==> src/sv/tlpm_pkg.sv <==
// Shared types and constants for the trie longest-prefix-match unit.
// No dependencies; imported by the front, the engine and the top level.
package tlpm_pkg;

  localparam int ADDR_BITS       = 32;
  localparam int LEN_W           = 6;
  localparam int HOP_W           = 32;
  localparam int TLPM_NODE_COUNT = 4096;

  // request kinds
  localparam logic KIND_INSERT = 1'b0;
  localparam logic KIND_LOOKUP = 1'b1;

  // result status codes
  localparam logic STATUS_OK        = 1'b0;
  localparam logic STATUS_POOL_FULL = 1'b1;

  // classified request, address already in walk order, length saturated
  typedef struct packed {
    logic                 kind;
    logic [ADDR_BITS-1:0] addr;
    logic [LEN_W-1:0]     len;
    logic [HOP_W-1:0]     hop;
  } cmd_t;

  typedef struct packed {
    logic [HOP_W-1:0] hop;
    logic             status;
  } res_t;

endpackage

==> src/sv/tlpm_front.sv <==
// Front end: takes requests, restores byte order, saturates the length
// and holds them in a two-entry queue for the engine. Uses tlpm_pkg.
module tlpm_front
  import tlpm_pkg::*;
(
  input  logic                 clk,
  input  logic                 rst_n,
  input  logic                 in_push,
  output logic                 in_full,
  input  logic                 in_kind,
  input  logic [ADDR_BITS-1:0] in_address,
  input  logic [LEN_W-1:0]     in_prefix_length,
  input  logic [HOP_W-1:0]     in_next_hop,
  output logic                 cmd_valid,
  input  logic                 cmd_ready,
  output cmd_t                 cmd
);

  cmd_t       q_r [2];
  logic       wr_ptr_r, wr_ptr_nxt;
  logic       rd_ptr_r, rd_ptr_nxt;
  logic [1:0] count_r, count_nxt;
  cmd_t       enq;
  logic       do_push, do_pop;

  // classify the incoming request
  always_comb begin
    enq.kind = in_kind;
    enq.addr = {in_address[7:0], in_address[15:8], in_address[23:16], in_address[31:24]};
    enq.len  = (in_prefix_length > LEN_W'(ADDR_BITS)) ? LEN_W'(ADDR_BITS) : in_prefix_length;
    enq.hop  = in_next_hop;
  end

  assign in_full   = (count_r == 2'd2);
  assign cmd_valid = (count_r != 2'd0);
  assign cmd       = q_r[rd_ptr_r];
  assign do_push   = in_push && !in_full;
  assign do_pop    = cmd_valid && cmd_ready;

  // advance pointers and occupancy
  always_comb begin
    wr_ptr_nxt = do_push ? ~wr_ptr_r : wr_ptr_r;
    rd_ptr_nxt = do_pop ? ~rd_ptr_r : rd_ptr_r;
    count_nxt  = count_r;
    if (do_push && !do_pop) begin
      count_nxt = count_r + 2'd1;
    end else if (do_pop && !do_push) begin
      count_nxt = count_r - 2'd1;
    end
  end

  always_ff @(posedge clk) begin
    if (!rst_n) begin
      wr_ptr_r <= 1'b0;
      rd_ptr_r <= 1'b0;
      count_r  <= 2'd0;
    end else begin
      wr_ptr_r <= wr_ptr_nxt;
      rd_ptr_r <= rd_ptr_nxt;
      count_r  <= count_nxt;
    end
  end

  // hold queued requests
  always_ff @(posedge clk) begin
    if (do_push) begin
      q_r[wr_ptr_r] <= enq;
    end
  end

endmodule

==> config.mk <==
export PLATFORM = sky130hd
export DESIGN_NAME = tlpm_front
export DESIGN_NICKNAME = d
export VERILOG_FILES = /design/src/sv/tlpm_pkg.sv /design/src/sv/tlpm_front.sv
export SDC_FILE = /design/constraint.sdc
export NUM_CORES = 1
export LEC_CHECK = 0
export BUFFER_PORTS_ARGS = -buffer_cell sky130_fd_sc_hd__buf_2
export CAP_MARGIN = 20
export CORE_ASPECT_RATIO = 0.5
export CORE_MARGIN = 2
export CORE_UTILIZATION = 45
export DETAILED_ROUTE_END_ITERATION = 10
export GPL_ROUTABILITY_DRIVEN = 0
export PLACE_DENSITY = 0.68
export SKIP_CTS_REPAIR_TIMING = 1
export SLEW_MARGIN = 30
export SYNTH_ARGS = -nofsm -noshare
export SYNTH_HDL_FRONTEND = slang
export SYNTH_SLANG_ARGS = --single-unit
==> constraint.sdc <==
create_clock -name clk -period 4.85 [get_ports clk]
set_input_delay 0.2425 -clock clk [delete_from_list [all_inputs] [get_ports clk]]
set_output_delay 0.2425 -clock clk [all_outputs]
set_load 0.02 [all_outputs]
==> summary.txt, run 1 <==
Critical path
  • CP Data Required Time: approximately 4.6 ns
  • Slowest stage cell, crit path: dfxtp_4
  • Critical Path AT: 1.91 ns
  • Max stage delay on crit path: 0.62 ns
  • WS Path Type: reg -> out
  • Startpoint class of the critical path: flip-flop
  • Maximum net fanout on the critical path: 44
  • CP cell instances: buf_16 -> mux2_1 -> buf_2
  • Crit end category: output pin

Global routing
  • GRT overflow: 0
  • Pin count of the biggest net entering global routing: 72
  • Antenna violations before repair: 0
  • Vias in the first global route: 2,849
  • GRT Util Overall: between 10% and 20%
  • First-pass GRT wire length: 13,900 um

Clocking
  • Total CTS buffers: 17
  • CTS tree: built
  • Max Buffers Root-to-Sink: 2
  • Skew-Pair Late Insertion Delay: 0.41 ns
  • Clk root buf: clkbuf_16
  • CTS Sinks: 147
  • Clock transition at path regs: 0.06 ns
  • H-tree depth: 4

Status
  • Outcome: completed

Finish
  • Footprint of the multi-input gates: 971 sq um
  • P&R area growth vs syn: 28.8%
  • Storage cell area: 4370 sq um
  • Fill cells: 903
  • Final non-filler cell total: 593
  • Share of layout cells above drive strength 1: between 40 and 50%
  • Core Util, Final: 59.2%
  • Nets: 491
  • Number of antenna diodes: 0

STA
  • Setup Skew: 0.00601 ns
  • Fin. Hold Viols: 0
  • Worst-Margin Slew: 0.691 ns
  • Fmax achieved: 464 MHz
  • Final setup violation count: 0
  • Final slew viol count: 0
  • Final hold slack: 0.0210 ns
  • Final worst-path cycle share: 44.5%
  • Unrepaired setup endpoints after global routing: no
  • Setup TNS: 0 ns
  • Min Tclk post-route: 2.16 ns
  • Rel. slew slack: 53.9%

Logic synthesis
  • Top cells by area, synth: edfxtp_1, mux2_1, dfxtp_1
  • Most used flip-flop cell after synthesis: edfxtp_1
  • Mapped Area: 5390 sq um
  • Synth unique cells: 25
  • Synth top area share: 79.1%
  • Synth area leader: edfxtp_1
  • Synthesized Nets: around 330
  • Gate Count Post-Synth: 252
  • Yosys warnings: 0
  • Synth async-reset ratio: 0%
  • EDFF count, synth: 142
  • Mean Syn Cell Area: 21.4 sq um
  • Sequential share of the synthesized area: 80.9%
  • Number of synthesized register bits: ~150

Pwr
  • LEAKAGE: 2.61 nW
  • PnR Total Power: a little under 4 mW
  • VDD IR max: slightly below 0.0004 V
  • Power per cell area: about 550 nW/um^2

Floorplan
  • Die width: 159 um
  • Num rows: 28
  • Initial core utilization: 45.9%
  • Full die area: 12,900 sq um
  • Die height: ~81 um
  • Ports: 148
  • Area of the core: 11,700 sq um

Routing
  • Routed wire length: 9540 um
  • Pre-Repair DR Iteration Count: 4
  • Via Count: 2,777
  • Vias per cell: 4.68
  • Drt drc: 0
  • Final ANT Viol Nets: 0
  • Avg WL per Cell: 16.1 um
  • Initial DRC Count: 130

Place
  • Detail Placement HPWL: around 6000 um
  • Dpl cells: between 500 and 600
  • Port bufs: between 100 and 150

Worst hold path
  • Worst min-delay path category: in -> reg

Flow run
  • Max_cap viols: 0
-- metrics by stage --
stage                     worst slack (ns)  area (sq um)
final                                 2.69          6950
after global routing                  2.57          6950
after CTS                             2.66          6910
after detailed placement              2.87          6340
after global placement                2.90          6300
after floorplan                      0.985          5390
-- Yosys cell counts (2+ instances only) --
cell type	instances
nor2b_1	5
and2_1	3
dfxtp_1	5
edfxtp_1	142
xnor2_1	2
mux2_1	70
buf_4	7
-- area by class of cell --
cell class	count	share of cell area [%]
clock inverters	14	2.02
inverters	2	0.108
clock buffers	18	6.18
multi-input cells	94	14.0
flip-flops and latches	147	62.9
well taps	165	2.97
repair buffers	153	11.9
-- worst max-delay path, delay by kind of cell (launching register included) --
kind / cells / cell delay, ns
buffers and inverters: 2 / 0.46
flip-flops: 1 / 0.62
multiplexers: 1 / 0.39
-- where the power goes --
group / internal [mW] / leakage [nW] / switching, mW
Clock: 0.752 / 0.269 / 0.481
Combinational: 0.357 / 0.975 / 0.580
Sequential: 1.60 / 1.37 / 0.0755
Total: 2.71 / 2.61 / 1.14
-- cell usage in the layout (no fill, tap or decap), types with 2 or more instances in the layout --
cell,count
nor2b_1,5
dlygate4sd3_1,3
clkinvlp_4,4
clkinv_2,4
bufinv_16,2
clkbuf_16,17
xnor2_1,2
mux2_1,70
dfxtp_1,4
and2_1,3
buf_2,147
clkinv_4,3
edfxtp_1,142
-- worst paths after layout --
check	start	endpoint	slack, ns	depth (start not counted)
worst max-delay path	flip-flop	cmd[59]	2.69	3
worst min-delay path	in_address[1]	q_r[0][63]	0.02	1
worst max register to register	count_r[0]	q_r[1][33]	3.02	3
worst min register to register	count_r[1]	count_r[1]	0.52	2
-- cells by family after synthesis --
logic type      Yosys count  share of synthesized area, %
xor+xnor                  3                         0.487
buf+inv                  11                          1.28
simple gates             14                          1.65
mux                      71                          14.8
fa+ha+maj                 1                         0.232
flops                   147                          80.9
compound gates            5                         0.603
-- registers in the layout (all words and copies together), names as in the netlist, named ones only --
signal,flops
wr_ptr_r,1
rd_ptr_r,1
count_r,2
q_r,142
-- layer usage --
metal  vias to the layer above  wire, um  global-route usage [%]
li1                       1321         -                       -
met2                        60      5250                    27.5
met5                         -         0                       0
met4                         0       206                    7.71
met1                      1380      3720                    15.5
met3                        16       366                    5.16
Power figures use the tool's default switching activity.
==> run 2: changes to the inputs <==
Settings changed: ABC_AREA set to 1.
Clock period 4.85 ns to 2 ns, I/O delays scaled along.
==> summary.txt, run 2 <==
Finish
  • Max reg flops: 142
  • Storage cell area: 4370 sq um
  • Number of antenna diodes: 0
  • Most frequent cells in the layout: buf_2, edfxtp_1, mux2_4
  • Biggest regs: q_r (142), count_r (2)
  • Finished Cell Area: between 8000 and 9000 sq um
  • Final non-filler cell total: 690
  • Footprint of the multi-input gates: 1230 sq um
  • Share of layout cells above drive strength 1: 51.3%
  • Biggest register: q_r
  • P&R area growth vs syn: 39.9%
  • Fill cells: between 800 and 900
  • Commonest non-fill, non-tap cell in the layout: buf_2
  • Nets: 583

Critical path
  • Maximum net fanout on the critical path: 12
  • Crit end category: output pin
  • WS Path Type: reg -> out
  • Critical Path AT: 1.69 ns
  • CP Data Required Time: 1.90 ns
  • Startpoint class of the critical path: flip-flop

Routing
  • Avg WL per Cell: 15.7 um
  • Via Count: ~3,100
  • Routed wire length: 10,800 um
  • Pre-Repair DR Iteration Count: 4
  • Drt drc: 0
  • Vias per cell: between 4 and 5
  • Final ANT Viol Nets: 0
  • Initial DRC Count: between 100 and 150

Logic synthesis
  • Synth unique cells: 18
  • Mapped Area: 5780 sq um
  • Synth async-reset ratio: 0%
  • Number of synthesized register bits: 147
  • Most common cell in the netlist: edfxtp_1
  • Top post-synthesis cells by count: edfxtp_1, mux2_4, nor2_1, inv_1
  • Synthesized Nets: 345
  • Mean Syn Cell Area: around 21 sq um
  • Sequential share of the synthesized area: 75.5%
  • Gate Count Post-Synth: 269
  • EDFF count, synth: 142
  • Synth top area share: about three quarters
  • Top cells by area, synth: edfxtp_1, mux2_4, buf_12
  • Most used flip-flop cell after synthesis: edfxtp_1
  • Yosys warnings: 0
  • Synth area leader: edfxtp_1

Floorplan
  • Die height: 84.1 um
  • Area of the core: about 13,000 sq um
  • Initial core utilization: 45.9%
  • Full die area: 13,800 sq um
  • Ports: about 150
  • Num rows: 29
  • Die width: 164 um

Global routing
  • GRT Util Overall: 14.7%
  • Vias in the first global route: 2,976
  • Pin count of the biggest net entering global routing: 26
  • First-pass GRT wire length: ~15,000 um
  • Antenna violations before repair: 0
  • GRT overflow: 0

Worst hold path
  • Worst min-delay path category: in -> reg

Pwr
  • LEAKAGE: 3.26 nW
  • PnR Total Power: about 10 mW
  • Power per cell area: roughly 1300 nW/um^2
  • VDD IR max: 0.000533 V

Clocking
  • Total CTS buffers: 17
  • Skew-Pair Late Insertion Delay: 0.41 ns
  • CTS tree: built
  • Max Buffers Root-to-Sink: 2
  • Clock transition at path regs: 0.06 ns
  • Clk root buf: clkbuf_16
  • CTS Sinks: roughly 150
  • H-tree depth: 4

STA
  • Worst-Margin Slew: ~0.40 ns
  • Fin. Hold Viols: 0
  • Final worst-path cycle share: 89.4%
  • Setup Skew: 0.0101 ns
  • Final setup violation count: 0
  • Final WS setup: around 0.21 ns
  • Final slew viol count: 0
  • Final hold slack: 0.0557 ns
  • Min Tclk post-route: 1.79 ns
  • Unrepaired setup endpoints after global routing: no
  • Rel. slew slack: 73.2%
  • Fmax achieved: ~560 MHz

Status
  • Outcome: completed

Place
  • Dpl cells: 591
  • Detail Placement HPWL: 6740 um
  • Port bufs: between 100 and 150
  • Placed inst area: 6770 sq um
  • Setup WS pre-CTS: 0.414 ns

Flow run
  • Max_cap viols: 0
## run 2: changes by cell type in the layout (fill, tap and decap cells not counted), sizes merged, moves of 3 or more
cell | before | now
inv | 2 | 10
and2 | 3 | 0
dlygate4sd3 | 3 | 67
bufinv | 2 | 5
buf | 150 | 161
nor2 | 1 | 13
nand2 | 0 | 7
nor2b | 5 | 0
## run 2: worst paths after layout
check / from / to / slack [ns] / depth (start not counted)
setup / recovery: flip-flop / cmd[52] / 0.21 / 3
hold / removal: in_prefix_length[4] / q_r[0][36] / 0.06 / 3
setup reg to reg: count_r[1] / count_r[1] / 0.40 / 9
hold reg to reg: rd_ptr_r / flip-flop / 0.50 / 2
## run 2: power breakdown
| group | switching, mW | leakage [nW] | internal, mW | total (mW) |
|---|---|---|---|---|
| clock | 1.16 | 0.310 | 2.21 | 3.37 |
| sequential | 0.149 | 1.37 | 3.90 | 4.05 |
| combinational | 1.47 | 1.58 | 1.28 | 2.76 |
## run 2: logic make-up (layout without fill, tap and decap cells)
family	after synthesis	after routing	share of synthesized area [%]
and+or+nand+nor	23	23	1.58
AOI/OAI and AO/OA	8	8	0.931
muxes	71	71	18.4
adders and majority gates	1	1	0.217
buffers and inverters	19	270	3.34
DFF	147	147	75.5
## run 2: final cells by class
type / instances / area share (%)
clock inverters: 14 / 2.62
inverters: 10 / 0.465
multi-input cells: 103 / 15.3
repair buffers: 228 / 19.6
flip-flops and latches: 147 / 54.1
clock buffers: 18 / 5.31
well taps: 170 / 2.63
## run 2: per-layer routing
| metal | up-vias | GRT usage, % | wire (um) |
|---|---|---|---|
| li1 | 1509 | - | - |
| met1 | 1532 | 16.4 | 4260 |
| met2 | 88 | 24.9 | 5850 |
| met3 | 20 | 5.07 | 473 |
| met4 | 0 | 8.21 | 228 |
| met5 | - | 0 | 0 |
## run 2: stage by stage
stage / util [%] / TNS, ns
after floorplan: - / -108.89
after global placement: 53.8 / 0
after detailed placement: 53.8 / 0
after CTS: 58.8 / 0
after global routing: 64.2 / 0
final: 64.2 / 0
## run 2: critical path, cell delays in order (launching register included)
cell and delay, ns:
dfxtp_4 0.48, buf_4 0.30, mux2_4 0.33, buf_2 0.16
==> run 3: changes to the inputs <==
Settings changed: RECOVER_POWER set to 25.
==> summary.txt, run 3 (synthesized netlist as in run 2, its figures left out) <==
Critical path
  • WS Path Type: reg -> out
  • Startpoint class of the critical path: flip-flop
  • Critical Path AT: 1.69 ns
  • CP Data Required Time: around 1.9 ns
  • Maximum net fanout on the critical path: 12
  • Crit end category: output pin

STA
  • Fin. Hold Viols: 0
  • Rel. slew slack: 73.4%
  • Final hold slack: 0.0560 ns
  • Fmax achieved: approximately 560 MHz
  • Final slew viol count: 0
  • Worst-Margin Slew: 0.398 ns
  • Final setup violation count: 0
  • Min Tclk post-route: 1.79 ns
  • Setup Skew: around 0.010 ns
  • Final worst-path cycle share: 89.4%
  • Unrepaired setup endpoints after global routing: no

Global routing
  • Pin count of the biggest net entering global routing: 26
  • GRT overflow: 0
  • First-pass GRT wire length: 14,800 um
  • Antenna violations before repair: 0
  • Vias in the first global route: between 2,000 and 3,000
  • GRT Util Overall: 14.7%

Clocking
  • Total CTS buffers: 17
  • Skew-Pair Late Insertion Delay: slightly above 0.4 ns
  • H-tree depth: 4
  • Clk root buf: clkbuf_16
  • CTS Sinks: 147
  • Max Buffers Root-to-Sink: 2
  • CTS tree: built
  • Clock transition at path regs: 0.06 ns

Routing
  • Avg WL per Cell: 15.6 um
  • Final ANT Viol Nets: 0
  • Via Count: 3,150
  • Vias per cell: 4.57
  • Routed wire length: 10,800 um
  • Pre-Repair DR Iteration Count: 4
  • Initial DRC Count: ~110
  • Drt drc: 0

Pwr
  • Clock share of power: 33.2%
  • Seq pwr share: 39.8%
  • Switch Pwr: around 2.8 mW
  • Comb pwr share: a little over a quarter
  • VDD IR max: 0.000533 V
  • Switch share: 27.4%
  • Cell internal pwr: 7.38 mW
  • Power per cell area: roughly 1300 nW/um^2
  • LEAKAGE: 3.18 nW

Place
  • Detail Placement HPWL: 6740 um
  • Dpl cells: 591
  • Port bufs: 147

Finish
  • Biggest register: q_r
  • Biggest regs: q_r (142), count_r (2)
  • Max reg flops: 142
  • Commonest non-fill, non-tap cell in the layout: edfxtp_1
  • Most frequent cells in the layout: edfxtp_1, buf_2, mux2_4
  • Final non-filler cell total: 690
  • Nets: slightly below 600
  • P&R area growth vs syn: 39.3%
  • Number of antenna diodes: 0
  • Share of layout cells above drive strength 1: 46.0%

Floorplan
  • Ports: 148
  • Num rows: 29
  • Full die area: 13,800 sq um
  • Die height: 84.1 um
  • Initial core utilization: between 40% and 50%
  • Area of the core: approximately 13,000 sq um
  • Die width: 164 um

Flow run
  • Max_cap viols: 0

Worst hold path
  • Worst min-delay path category: in -> reg

Status
  • Outcome: completed
==> run 3: stage by stage <==
step           setup WS, ns  instance area (sq um)  util, %  power, mW  TNS [ns]
3_5_place_dp          0.414                   6770     53.8       6.78         0
4_1_cts               0.186                   7410     58.8       10.2         0
3_3_place_gp          0.507                   6770     53.8       6.74         0
5_1_grt               0.142                   8050     63.9       10.6         0
6_report              0.212                   8050     63.9       10.2         0
2_1_floorplan        -0.767                   5780        -       6.07   -108.89
==> run 3: layout make-up <==
cell class | count | area, sq um
clock buffers | 18 | 429
clock inverters | 14 | 211
fillers | 915 | 4550
inverters | 10 | 37.5
multi-input cells | 103 | 1230
flip-flops and latches | 147 | 4370
well taps | 170 | 213
repair buffers | 228 | 1550
==> run 3: power groups by stage <==
stage	sequential (mW)	combinational (mW)	clock (mW)
6_report	4.04	2.75	3.37
5_1_grt	4.08	2.93	3.57
4_1_cts	4.05	2.69	3.45
3_5_place_dp	4.11	2.67	0
3_3_place_gp	4.08	2.65	0
2_1_floorplan	4.07	2.00	0
==> run 3: final timing paths <==
path / start / to / slack (ns) / depth (start not counted)
min reg2reg: rd_ptr_r / flip-flop / 0.50 / 2
max reg2reg: count_r[1] / count_r[1] / 0.40 / 9
max: flip-flop / cmd[52] / 0.21 / 3
min: in_prefix_length[4] / q_r[0][36] / 0.06 / 3
==> run 3: critical path: stages (launching register included) <==
cell     delay (ns)
dfxtp_4        0.48
buf_4          0.30
mux2_4         0.33
buf_2          0.16
==> run 3: per-layer routing <==
metal  up-vias  routed length, um  GRT usage (%)
met4         0                232           8.21
met3        20                449           5.07
met1      1534               4220           16.4
met2        87               5860           24.9
met5         -                  0              0
li1       1509                  -              -
